--- src/rtl/slfr_pkg.sv ---
// shared types and constants for the sync length frame receiver
// no dependencies

package slfr_pkg;

   localparam logic [7:0]  SYNC_A      = 8'hAA;
   localparam logic [7:0]  SYNC_B      = 8'h55;
   localparam logic [15:0] SHORT_LIMIT = 16'd13;
   localparam logic [4:0]  FIRST_SEG   = 5'd14;
   localparam logic [4:0]  FULL_SEG    = 5'd16;
   localparam logic [15:0] MAX_LENGTH_RESET = 16'd255;

   typedef enum logic [2:0] {
      PH_SYNC0 = 3'd0,
      PH_SYNC1 = 3'd1,
      PH_LENHI = 3'd2,
      PH_LENLO = 3'd3,
      PH_DATA  = 3'd4,
      PH_CHECK = 3'd5
   } phase_type;

   typedef enum logic [2:0] {
      ST_OK      = 3'd0,
      ST_SYNC0   = 3'd1,
      ST_SYNC1   = 3'd2,
      ST_LONG    = 3'd3,
      ST_CHECK   = 3'd4,
      ST_TIMEOUT = 3'd5
   } status_type;

   typedef struct packed {
      logic [7:0]  data_byte;
      logic        data_valid;
      logic        segment_end;
      logic        frame_end;
      status_type  status;
      logic [15:0] frame_length;
   } result_type;

endpackage

--- src/rtl/sync_length_frame_receiver.sv ---
// sync length frame receiver: parses sync / length / payload / check frames
// from a byte stream, one beat per cycle
// depends on slfr_pkg
//
// usage:
//   req channel: one beat per link byte (req_kind 0) or ready-wait timeout
//   event (req_kind 1). rsp channel: exactly one result beat per req beat,
//   in order. csr_write_en/csr_write_data load max_length (reset 255); write
//   only while no beat is in flight.
//   each result is registered in the result register that drives rsp.
//   throughput: one beat per cycle; the frame state update is a single
//   combinational pass between the state registers and the result register.
//   a new beat is taken while the result register is empty or being drained.
//   stall: when rsp_ready is low with a result held, req_ready drops and the
//   held result stays unchanged until taken.
//   reset: result register emptied, parser back to waiting for the first
//   sync byte, max_length back to 255.

module sync_length_frame_receiver (
   input  logic        clock,
   input  logic        reset,
   input  logic        req_valid,
   output logic        req_ready,
   input  logic        req_kind,
   input  logic [7:0]  req_rx_byte,
   output logic        rsp_valid,
   input  logic        rsp_ready,
   output logic [7:0]  rsp_data_byte,
   output logic        rsp_data_valid,
   output logic        rsp_segment_end,
   output logic        rsp_frame_end,
   output logic [2:0]  rsp_status,
   output logic [15:0] rsp_frame_length,
   input  logic        csr_write_en,
   input  logic [15:0] csr_write_data
);

   slfr_pkg::phase_type  phase_ff, phase_in;
   logic [7:0]           first_sync_ff, first_sync_in;
   logic [7:0]           length_high_ff, length_high_in;
   logic [15:0]          total_length_ff, total_length_in;
   logic [15:0]          remaining_ff, remaining_in;
   logic [7:0]           running_xor_ff, running_xor_in;
   logic [4:0]           segment_count_ff, segment_count_in;
   logic [15:0]          max_length_ff;
   logic                 rsp_valid_ff;
   slfr_pkg::result_type result_ff, result_in;

   logic                 accept;
   logic [15:0]          len;
   logic [15:0]          rem_dec;
   logic [4:0]           seg_dec;

   assign req_ready = !rsp_valid_ff || rsp_ready;
   assign accept    = req_valid && req_ready;
   assign len       = {length_high_ff, req_rx_byte};
   assign rem_dec   = (remaining_ff != 16'd0) ? remaining_ff - 16'd1 : remaining_ff;
   assign seg_dec   = segment_count_ff - 5'd1;

   always_comb begin
      phase_in         = phase_ff;
      first_sync_in    = first_sync_ff;
      length_high_in   = length_high_ff;
      total_length_in  = total_length_ff;
      remaining_in     = remaining_ff;
      running_xor_in   = running_xor_ff;
      segment_count_in = segment_count_ff;
      result_in        = '0;
      result_in.status = slfr_pkg::ST_OK;

      if (req_kind) begin
         // timeout aborts a frame in progress, ignored while idle
         if (phase_ff != slfr_pkg::PH_SYNC0) begin
            result_in.frame_end    = 1'b1;
            result_in.status       = slfr_pkg::ST_TIMEOUT;
            result_in.frame_length = total_length_ff;
            phase_in               = slfr_pkg::PH_SYNC0;
         end
      end else begin
         case (phase_ff)
            slfr_pkg::PH_SYNC0: begin
               first_sync_in   = req_rx_byte;
               total_length_in = 16'd0;
               phase_in        = slfr_pkg::PH_SYNC1;
            end
            slfr_pkg::PH_SYNC1: begin
               result_in.segment_end = 1'b1;
               if (first_sync_ff != slfr_pkg::SYNC_A) begin
                  result_in.frame_end    = 1'b1;
                  result_in.status       = slfr_pkg::ST_SYNC0;
                  result_in.frame_length = total_length_ff;
                  phase_in               = slfr_pkg::PH_SYNC0;
               end else if (req_rx_byte != slfr_pkg::SYNC_B) begin
                  result_in.frame_end    = 1'b1;
                  result_in.status       = slfr_pkg::ST_SYNC1;
                  result_in.frame_length = total_length_ff;
                  phase_in               = slfr_pkg::PH_SYNC0;
               end else begin
                  phase_in = slfr_pkg::PH_LENHI;
               end
            end
            slfr_pkg::PH_LENHI: begin
               length_high_in = req_rx_byte;
               phase_in       = slfr_pkg::PH_LENLO;
            end
            slfr_pkg::PH_LENLO: begin
               total_length_in = len;
               if (len > max_length_ff) begin
                  result_in.frame_end    = 1'b1;
                  result_in.status       = slfr_pkg::ST_LONG;
                  result_in.frame_length = len;
                  phase_in               = slfr_pkg::PH_SYNC0;
               end else begin
                  remaining_in     = len;
                  running_xor_in   = 8'd0;
                  segment_count_in = (len <= slfr_pkg::SHORT_LIMIT) ? 5'd0
                                                                    : slfr_pkg::FIRST_SEG;
                  phase_in         = (len == 16'd0) ? slfr_pkg::PH_CHECK
                                                    : slfr_pkg::PH_DATA;
               end
            end
            slfr_pkg::PH_DATA: begin
               result_in.data_byte  = req_rx_byte;
               result_in.data_valid = 1'b1;
               running_xor_in       = running_xor_ff ^ req_rx_byte;
               remaining_in         = rem_dec;
               if (segment_count_ff != 5'd0) begin
                  segment_count_in = seg_dec;
                  if (seg_dec == 5'd0) begin
                     result_in.segment_end = 1'b1;
                     segment_count_in = (rem_dec >= 16'(slfr_pkg::FULL_SEG))
                                        ? slfr_pkg::FULL_SEG : 5'd0;
                  end
               end
               if (rem_dec == 16'd0) begin
                  phase_in = slfr_pkg::PH_CHECK;
               end
            end
            slfr_pkg::PH_CHECK: begin
               result_in.segment_end  = 1'b1;
               result_in.frame_end    = 1'b1;
               result_in.status       = (req_rx_byte == ~running_xor_ff) ? slfr_pkg::ST_OK
                                                                        : slfr_pkg::ST_CHECK;
               result_in.frame_length = total_length_ff;
               phase_in               = slfr_pkg::PH_SYNC0;
            end
            default: begin
               phase_in = slfr_pkg::PH_SYNC0;
            end
         endcase
      end
   end

   always_ff @(posedge clock) begin
      if (reset) begin
         phase_ff         <= slfr_pkg::PH_SYNC0;
         first_sync_ff    <= 8'd0;
         length_high_ff   <= 8'd0;
         total_length_ff  <= 16'd0;
         remaining_ff     <= 16'd0;
         running_xor_ff   <= 8'd0;
         segment_count_ff <= 5'd0;
         max_length_ff    <= slfr_pkg::MAX_LENGTH_RESET;
         rsp_valid_ff     <= 1'b0;
      end else begin
         if (csr_write_en) begin
            max_length_ff <= csr_write_data;
         end
         if (accept) begin
            phase_ff         <= phase_in;
            first_sync_ff    <= first_sync_in;
            length_high_ff   <= length_high_in;
            total_length_ff  <= total_length_in;
            remaining_ff     <= remaining_in;
            running_xor_ff   <= running_xor_in;
            segment_count_ff <= segment_count_in;
            rsp_valid_ff     <= 1'b1;
         end else if (rsp_ready) begin
            rsp_valid_ff <= 1'b0;
         end
      end
   end

   // result payload, loaded on each accepted beat
   always_ff @(posedge clock) begin
      if (accept) begin
         result_ff <= result_in;
      end
   end

   assign rsp_valid        = rsp_valid_ff;
   assign rsp_data_byte    = result_ff.data_byte;
   assign rsp_data_valid   = result_ff.data_valid;
   assign rsp_segment_end  = result_ff.segment_end;
   assign rsp_frame_end    = result_ff.frame_end;
   assign rsp_status       = result_ff.status;
   assign rsp_frame_length = result_ff.frame_length;

   // result register empty right after reset
   a_reset_empty: assert property (@(posedge clock) reset |=> !rsp_valid)
      else $error("result beat present after reset");

   // a held result blocks new beats
   a_stall_blocks: assert property (@(posedge clock) disable iff (reset)
      (rsp_valid && !rsp_ready) |-> !req_ready)
      else $error("beat accepted while result stalled");

   // an error status only comes with the end of a frame
   a_error_ends_frame: assert property (@(posedge clock) disable iff (reset)
      (rsp_valid && rsp_status != 3'(slfr_pkg::ST_OK)) |-> rsp_frame_end)
      else $error("error status without frame end");

   // a payload byte never closes a frame
   a_data_not_end: assert property (@(posedge clock) disable iff (reset)
      (rsp_valid && rsp_data_valid) |-> !rsp_frame_end)
      else $error("payload byte marked as frame end");

endmodule

--- config.mk ---
export PLATFORM = sky130hd
export DESIGN_NAME = sync_length_frame_receiver
export DESIGN_NICKNAME = d
export VERILOG_FILES = /design/src/rtl/slfr_pkg.sv /design/src/rtl/sync_length_frame_receiver.sv
export SDC_FILE = /design/constraint.sdc
export NUM_CORES = 1
export LEC_CHECK = 0
export BUFFER_PORTS_ARGS = -buffer_cell sky130_fd_sc_hd__buf_2
export CAP_MARGIN = 40
export CORE_UTILIZATION = 53
export DETAILED_ROUTE_END_ITERATION = 10
export GPL_ROUTABILITY_DRIVEN = 0
export PLACE_DENSITY = 0.82
export SLEW_MARGIN = 20
export SYNTH_ARGS = -nofsm -noshare
export SYNTH_HDL_FRONTEND = slang
export SYNTH_SLANG_ARGS = --single-unit
--- constraint.sdc ---
create_clock -name clock -period 2.63 [get_ports clock]
set_clock_uncertainty 0.05 [all_clocks]
set_input_delay 0.263 -clock clock [delete_from_list [all_inputs] [get_ports clock]]
set_output_delay 0.263 -clock clock [all_outputs]
set_load 0.1 [all_outputs]
Word-level counts from Yosys, hierarchy flattened
Index checks and enable logic that the tools add are counted.
{"block": "totals", "n_memories": 0, "out_inout_bits": 32, "in_bits": 30, "latch_bits": 0, "register_bits": 111, "word_cells": 90, "ramBits": 0, "mem_bits_ro": 0}
{"block": "op_classes", "div_mod_pow": 0, "multipliers": 0, "n_shift": 0, "n_bitwise": 4, "magnitude_cmp": 3, "n_reduce_logical": 21, "eq_ne": 12, "add_sub_neg": 2, "n_mux": 33}
{"operator": "20-bit 2-to-1 mux", "n": 5}
{"operator": "16-bit one-hot mux with 2 select lines", "n": 2}
{"operator": "20-bit one-hot mux with 3 select lines", "n": 1}
{"operator": "16-bit zero test", "n": 2}
{"operator": "16-bit 2-to-1 mux", "n": 2}
{"operator": "5-bit 2-to-1 mux", "n": 4}
{"operator": "3-bit 2-to-1 mux", "n": 6}
{"operator": "16-bit by 5-bit >= comparator with 1-bit output (second input constant)", "n": 1}
{"operator": "16-bit greater-than comparator", "n": 1}
{"operator": "16-bit by 4-bit <= comparator with 1-bit output (second input constant)", "n": 1}
{"operator": "8-bit one-hot mux with 2 select lines", "n": 1}
{"operator": "16-bit nonzero test", "n": 1}
{"operator": "16-bit by 1-bit subtractor with 16-bit output (second input constant)", "n": 1}
{"operator": "3-bit one-hot mux with 5 select lines", "n": 1}
{"operator": "3-bit AND reduction", "n": 4}
{"operator": "5-bit one-hot mux with 2 select lines", "n": 1}
{"operator": "8-bit equality test", "n": 1}
{"operator": "8-bit 2-to-1 mux", "n": 1}
{"operator": "8-bit by 7-bit != test with 1-bit output (second input constant)", "n": 1}
{"operator": "8-bit != test (second input constant)", "n": 1}
{"operator": "8-bit NOT", "n": 1}
{"operator": "8-bit bitwise XOR", "n": 1}
{"operator": "3-bit by 2-bit equality test with 1-bit output (second input constant)", "n": 2}
{"operator": "3-bit equality test (second input constant)", "n": 2}
{"operator": "other kinds (21)", "n": 31}

Longest topological paths before layout
{"block": "logic_depth", "word_depth": 7, "ltp_mapped": 10}

Worst setup path after synthesis
OpenSTA, ideal clock, no wires.
{"block": "synth_timing", "path_kind": "reg-to-reg", "from": "register rsp_valid_ff (netlist: rsp_valid)", "to": "register total_length_ff[10]", "setup_time_ns": 0.070, "setup_slack_ns": -0.843, "required_ns": 2.510, "arrival_time_ns": 3.352, "n_path_buf": 3, "path_stages_with_launch": 10, "synth_period_minus_slack_ns": 3.473, "path_cell_list": "dfxtp_1 -> nand2b_1 -> nand2_1 -> or2_1 -> clkbuf_1 -> or3_1 -> clkbuf_1 -> clkbuf_1 -> nand2_1 -> a21oi_1"}
{"block": "synth_between", "elab_chain_cells": 4}
{"element": "from (decl)", "line": "sync_length_frame_receiver.sv:46", "rtl": "logic rsp_valid_ff;"}
{"element": "from (signal assigned)", "line": "sync_length_frame_receiver.sv:164", "rtl": "rsp_valid_ff <= 1'b0;"}
{"element": "from (signal assigned)", "line": "sync_length_frame_receiver.sv:177", "rtl": "rsp_valid_ff <= 1'b1;"}
{"element": "from (signal assigned)", "line": "sync_length_frame_receiver.sv:179", "rtl": "rsp_valid_ff <= 1'b0;"}
{"element": "1-bit zero test", "line": "sync_length_frame_receiver.sv:54", "rtl": "assign req_ready = !rsp_valid_ff || rsp_ready;"}
{"element": "1-bit logical OR", "line": "sync_length_frame_receiver.sv:54"}
{"element": "named net req_ready", "line": "sync_length_frame_receiver.sv:23", "rtl": "output logic req_ready,"}
{"element": "1-bit logical AND", "line": "sync_length_frame_receiver.sv:55", "rtl": "assign accept = req_valid && req_ready;"}
{"element": "3-bit AND reduction (no source line)"}
{"element": "to (signal assigned)", "line": "sync_length_frame_receiver.sv:173", "rtl": "total_length_ff <= total_length_in;"}
{"element": "to (decl)", "line": "sync_length_frame_receiver.sv:41", "rtl": "logic [15:0] total_length_ff, total_length_in;"}
The timed path passes the listed nets, and every way through them passes these cells.
A chain may end at the register's enable or synchronous reset.

Final worst setup path
{"block": "layout_timing", "from": "register max_length_ff[1]", "to": "register remaining_ff[12]"}
{"block": "layout_between", "elab_chain_cells": 3}
{"element": "from (decl)", "line": "sync_length_frame_receiver.sv:45", "rtl": "logic [15:0] max_length_ff;"}
{"element": "from (signal assigned)", "line": "sync_length_frame_receiver.sv:163", "rtl": "max_length_ff <= slfr_pkg::MAX_LENGTH_RESET;"}
{"element": "from (signal assigned)", "line": "sync_length_frame_receiver.sv:167", "rtl": "max_length_ff <= csr_write_data;"}
{"element": "16-bit greater-than comparator", "line": "sync_length_frame_receiver.sv:108", "rtl": "if (len > max_length_ff) begin"}
{"element": "2-bit != test (no source line)"}
{"element": "4-bit AND reduction (no source line)"}
{"element": "to (signal assigned)", "line": "sync_length_frame_receiver.sv:174", "rtl": "remaining_ff <= remaining_in;"}
{"element": "to (decl)", "line": "sync_length_frame_receiver.sv:42", "rtl": "logic [15:0] remaining_ff, remaining_in;"}
No other way between the ends.

==> impl_results.md <==
- Result of the run: complete, no violations
- Total via count after detailed routing: 5365
- Number of I/O pins: 62
- Critical path arrival: 2710 ps
- Post-synthesis compound-gate area fraction: 0.191
- Fraction of the mapped netlist area in simple logic gates: 0.221
- TritonCTS Buffers: 9
- Initial Utilization: 0.551
- Max VDD drop: 0.000282 V
- Synthesized netlist net count: 706
- Synth Area per Inst: 8.71 sq um
- Synthesized instance count: 656
- CTS H-tree lvls: 3
- Endpoint kind of the worst setup timing path: flop
- Comb pwr share: 0.144
- ANT nets after route: 0
- Transition time at the pin with the least slew margin: 828 ps
- Final worst path period share: 0.962
- Overall global routing resource usage: 0.276
- Pre-CTS setup slack: -48.0 ps
- RSZ-0062 raised after global routing: no
- Type of the setup path with the least slack: reg2reg
- Total number of placement rows: 37
- Pin count of the biggest net entering global routing: 75
- Total of hold buffers inserted after clock tree synthesis: 0
- Fraction of power spent switching nets: 0.314
- Clk network pwr share: 0.310
- Die width: 106 microns
- Minimum setup slack among reg-to-reg paths: 100 ps
- Post-synth design cell area: 5720 sq um
- Detailed Routing Iterations Pass 1: 6
- Die Outline Area: 11200 sq um
- Power consumption: 3.33 mW
- Fraction of synthesized cell area in xor and xnor cells: 0.0138
- Overflow left after global routing: 0
- Number of port buffers: 61
- Layout-stage area growth over the synthesis result: 14.5%
- Min setup slack post-route: 101 ps
- Clock tree buffer depth: 2
- Routed vias/inst: 6.21
- Power density over cell area: 509 nW/um^2
- Max Clk Rate: 0.395 GHz
- Final setup vio count: 0
- Synthesized-area fraction occupied by adder cells: 0.0438
- Predominant post-synthesis flop cell: sky130_fd_sc_hd__dfxtp_1
- Unique cell type count in the Yosys netlist: 68
- Type of the worst min-delay path: in2reg
- Latest clock arrival within the worst-skew pair: 390 ps
- Share of the core filled with cells: 0.631
- Antenna fix cells: 0
- Antenna violations before repair: 0
- Multiplexer share of the synthesized area: 0.0350
- Multi-input logic area: 2930 sq um
- Final-report hold violation count: 0
- Placeable Area: 10400 sq um
- Clock tree from TritonCTS: yes
- Ratio of cells with drive above 1 in the final layout: 0.196
- Sequential power share: 0.546
- Final std cells w/o fill: 864
- Hpwl dp: 10.4 mm
- Worst setup SP type: flop
- Number of synthesized register bits: 111
- FFs w/ async S/R, synth: 0
- Fill cells: 832
- Hold WS: 35.3 ps
- Post-synth EDFFs: 30
- Number of clock sinks: 111
- Required time of the critical path: 2820 ps
- Final-report max-slew violation count: 0
- Average wire per standard cell: 17.3 microns
- Clock-pin slew on the worst setup and hold paths: 120 ps
- Max Cap Violations: 0
- Cell count after placement: 846
- Worst-case headroom to the max-slew limit: 0.448
- Worst-path maximum fanout: 9
- Total length of routed wires: 15.0 mm
- Psw: 1.04 mW
- Via count of the first global-routing pass: 5004
- Root buf cell: sky130_fd_sc_hd__clkbuf_8
- Die H: 106 microns
- Combinational family with the most area after synthesis: simple AND/OR/NAND/NOR gates
- Number of nets in the layout: 773
- Yosys warnings: 0
- DRC: 0
- Internal power: 2.29 mW
- First-pass GRT wire length: 24.4 mm
- Leak: 2.68 nW
- Share of the yosys chip area belonging to registers: 0.441
- First-iteration detailed-routing DRC count: 434
- Area taken by flip-flops and latches: 2520 sq um
- Period minus WS final: 2530 ps
per-stage QoR:
stage                     TNS, ps  instance area (sq um)
after CTS                       0                   6500
after global placement      -2360                   6280
final                           0                   6550
after detailed placement     -339                   6300
after floorplan                 0                   5730
after global routing            0                   6550
power by group through the flow:
stage / clock [mW] / combinational [mW] / sequential [mW]
finish: 1.03 / 0.481 / 1.82
global route: 1.11 / 0.507 / 1.82
CTS: 1.04 / 0.474 / 1.82
detailed placement: 0 / 0.472 / 1.86
global placement: 0 / 0.462 / 1.85
floorplan: 0 / 0.176 / 2.03
sequential cells by signal, summed over array words and instances, names as in the netlist:
name              count
rsp_data_byte         8
rsp_data_valid        1
rsp_status            3
rsp_valid             1
rsp_frame_length     16
remaining_ff         16
length_high_ff        8
phase_ff              3
total_length_ff      16
rsp_frame_end         1
rsp_segment_end       1
max_length_ff        16
running_xor_ff        8
segment_count_ff      5
first_sync_ff         8
cell families (layout without fill, tap and decap cells):
family | after synthesis | after routing
adders and majority gates | 20 | 20
AOI/OAI and AO/OA | 165 | 165
buffers and inverters | 74 | 146
xor gates and xnor gates | 9 | 9
DFF | 111 | 111
muxes | 20 | 20
and+or+nand+nor | 257 | 257
final timing paths:
| check | start | end | depth (start not counted) |
|---|---|---|---|
| setup / recovery | max_length_ff[1] | remaining_ff[12] | 10 |
| hold / removal | csr_write_data[4] | max_length_ff[4] | 3 |
| hold reg to reg | first_sync_ff[5] | first_sync_ff[5] | 2 |
| setup reg to reg | max_length_ff[1] | remaining_ff[12] | 10 |
layout make-up:
class / instances / area share
Clock buffer: 9 / 0.0189
Clock inverter: 7 / 0.0113
Inverter: 26 / 0.0149
Multi-Input combinational cell: 471 / 0.447
Sequential cell: 111 / 0.386
Tap cell: 136 / 0.0260
Timing Repair Buffer: 104 / 0.0965
cells in the mapped netlist (2+ instances only):
cell | instances | area [sq um]
sky130_fd_sc_hd__a211oi_1 | 7 | 52.6
sky130_fd_sc_hd__a21oi_1 | 63 | 315
sky130_fd_sc_hd__a221oi_1 | 2 | 17.5
sky130_fd_sc_hd__a22o_1 | 19 | 166
sky130_fd_sc_hd__a31o_2 | 2 | 17.5
sky130_fd_sc_hd__a31oi_1 | 5 | 31.3
sky130_fd_sc_hd__a32o_1 | 2 | 20.0
sky130_fd_sc_hd__and2_1 | 9 | 56.3
sky130_fd_sc_hd__and3_1 | 4 | 25.0
sky130_fd_sc_hd__buf_1 | 3 | 11.3
sky130_fd_sc_hd__buf_2 | 4 | 20.0
sky130_fd_sc_hd__clkbuf_1 | 37 | 139
sky130_fd_sc_hd__dfxtp_1 | 81 | 1620
sky130_fd_sc_hd__edfxtp_1 | 30 | 901
sky130_fd_sc_hd__ha_1 | 20 | 250
sky130_fd_sc_hd__inv_1 | 26 | 97.6
sky130_fd_sc_hd__mux2i_1 | 20 | 200
sky130_fd_sc_hd__nand2_1 | 79 | 297
sky130_fd_sc_hd__nand2b_1 | 2 | 12.5
sky130_fd_sc_hd__nand3_1 | 37 | 185
sky130_fd_sc_hd__nand4_1 | 8 | 50.1
sky130_fd_sc_hd__nor2_1 | 62 | 233
sky130_fd_sc_hd__nor2b_1 | 11 | 68.8
sky130_fd_sc_hd__nor3_1 | 16 | 80.1
sky130_fd_sc_hd__nor3_2 | 2 | 20.0
sky130_fd_sc_hd__nor4_1 | 7 | 43.8
sky130_fd_sc_hd__nor4bb_1 | 2 | 20.0
sky130_fd_sc_hd__o2111a_1 | 3 | 33.8
sky130_fd_sc_hd__o211ai_1 | 11 | 82.6
sky130_fd_sc_hd__o21a_1 | 3 | 22.5
sky130_fd_sc_hd__o21ai_0 | 25 | 125
sky130_fd_sc_hd__o22ai_1 | 2 | 12.5
sky130_fd_sc_hd__o311a_1 | 4 | 40.0
sky130_fd_sc_hd__o31ai_1 | 2 | 15.0
sky130_fd_sc_hd__o32ai_1 | 2 | 17.5
sky130_fd_sc_hd__or2_1 | 2 | 12.5
sky130_fd_sc_hd__or3_1 | 3 | 18.8
sky130_fd_sc_hd__or4_4 | 2 | 22.5
sky130_fd_sc_hd__xnor2_1 | 5 | 43.8
sky130_fd_sc_hd__xor2_1 | 4 | 35.0
per-layer routing:
metal  track usage  wire length (microns)  up-vias
li1              -                      -     2501
met1         0.352                   5930     2530
met2         0.465                   7200      294
met3        0.0396                   1390       40
met4         0.115                    466        0
met5             0                      0        -
placed cells by master (no fill, tap or decap), drive strengths merged, types with 11 or more instances in the layout:
| master | instances |
|---|---|
| a21oi | 63 |
| a22o | 19 |
| buf | 104 |
| dfxtp | 81 |
| edfxtp | 30 |
| ha | 20 |
| inv | 29 |
| mux2i | 20 |
| nand2 | 79 |
| nand3 | 38 |
| nor2 | 62 |
| nor2b | 11 |
| nor3 | 18 |
| o211ai | 11 |
| o21ai | 26 |
critical path, stage by stage, from the launching register on:
cell and delay (ps):
sky130_fd_sc_hd__dfxtp_1 330, sky130_fd_sc_hd__inv_1 50, sky130_fd_sc_hd__ha_1 310, sky130_fd_sc_hd__nor2b_1 150, sky130_fd_sc_hd__o211ai_1 100, sky130_fd_sc_hd__a2111o_1 430
sky130_fd_sc_hd__a311o_1 390, sky130_fd_sc_hd__and2_4 190, sky130_fd_sc_hd__buf_4 170, sky130_fd_sc_hd__o211ai_1 120, sky130_fd_sc_hd__a21oi_1 90
what timing repair did:
action,4_1_cts,5_1_grt
gates resized for setup,2,7
setup endpoints to repair,10,30
setup buffers,0,2
pin swaps,0,4
Power figures use the tool's default switching activity.
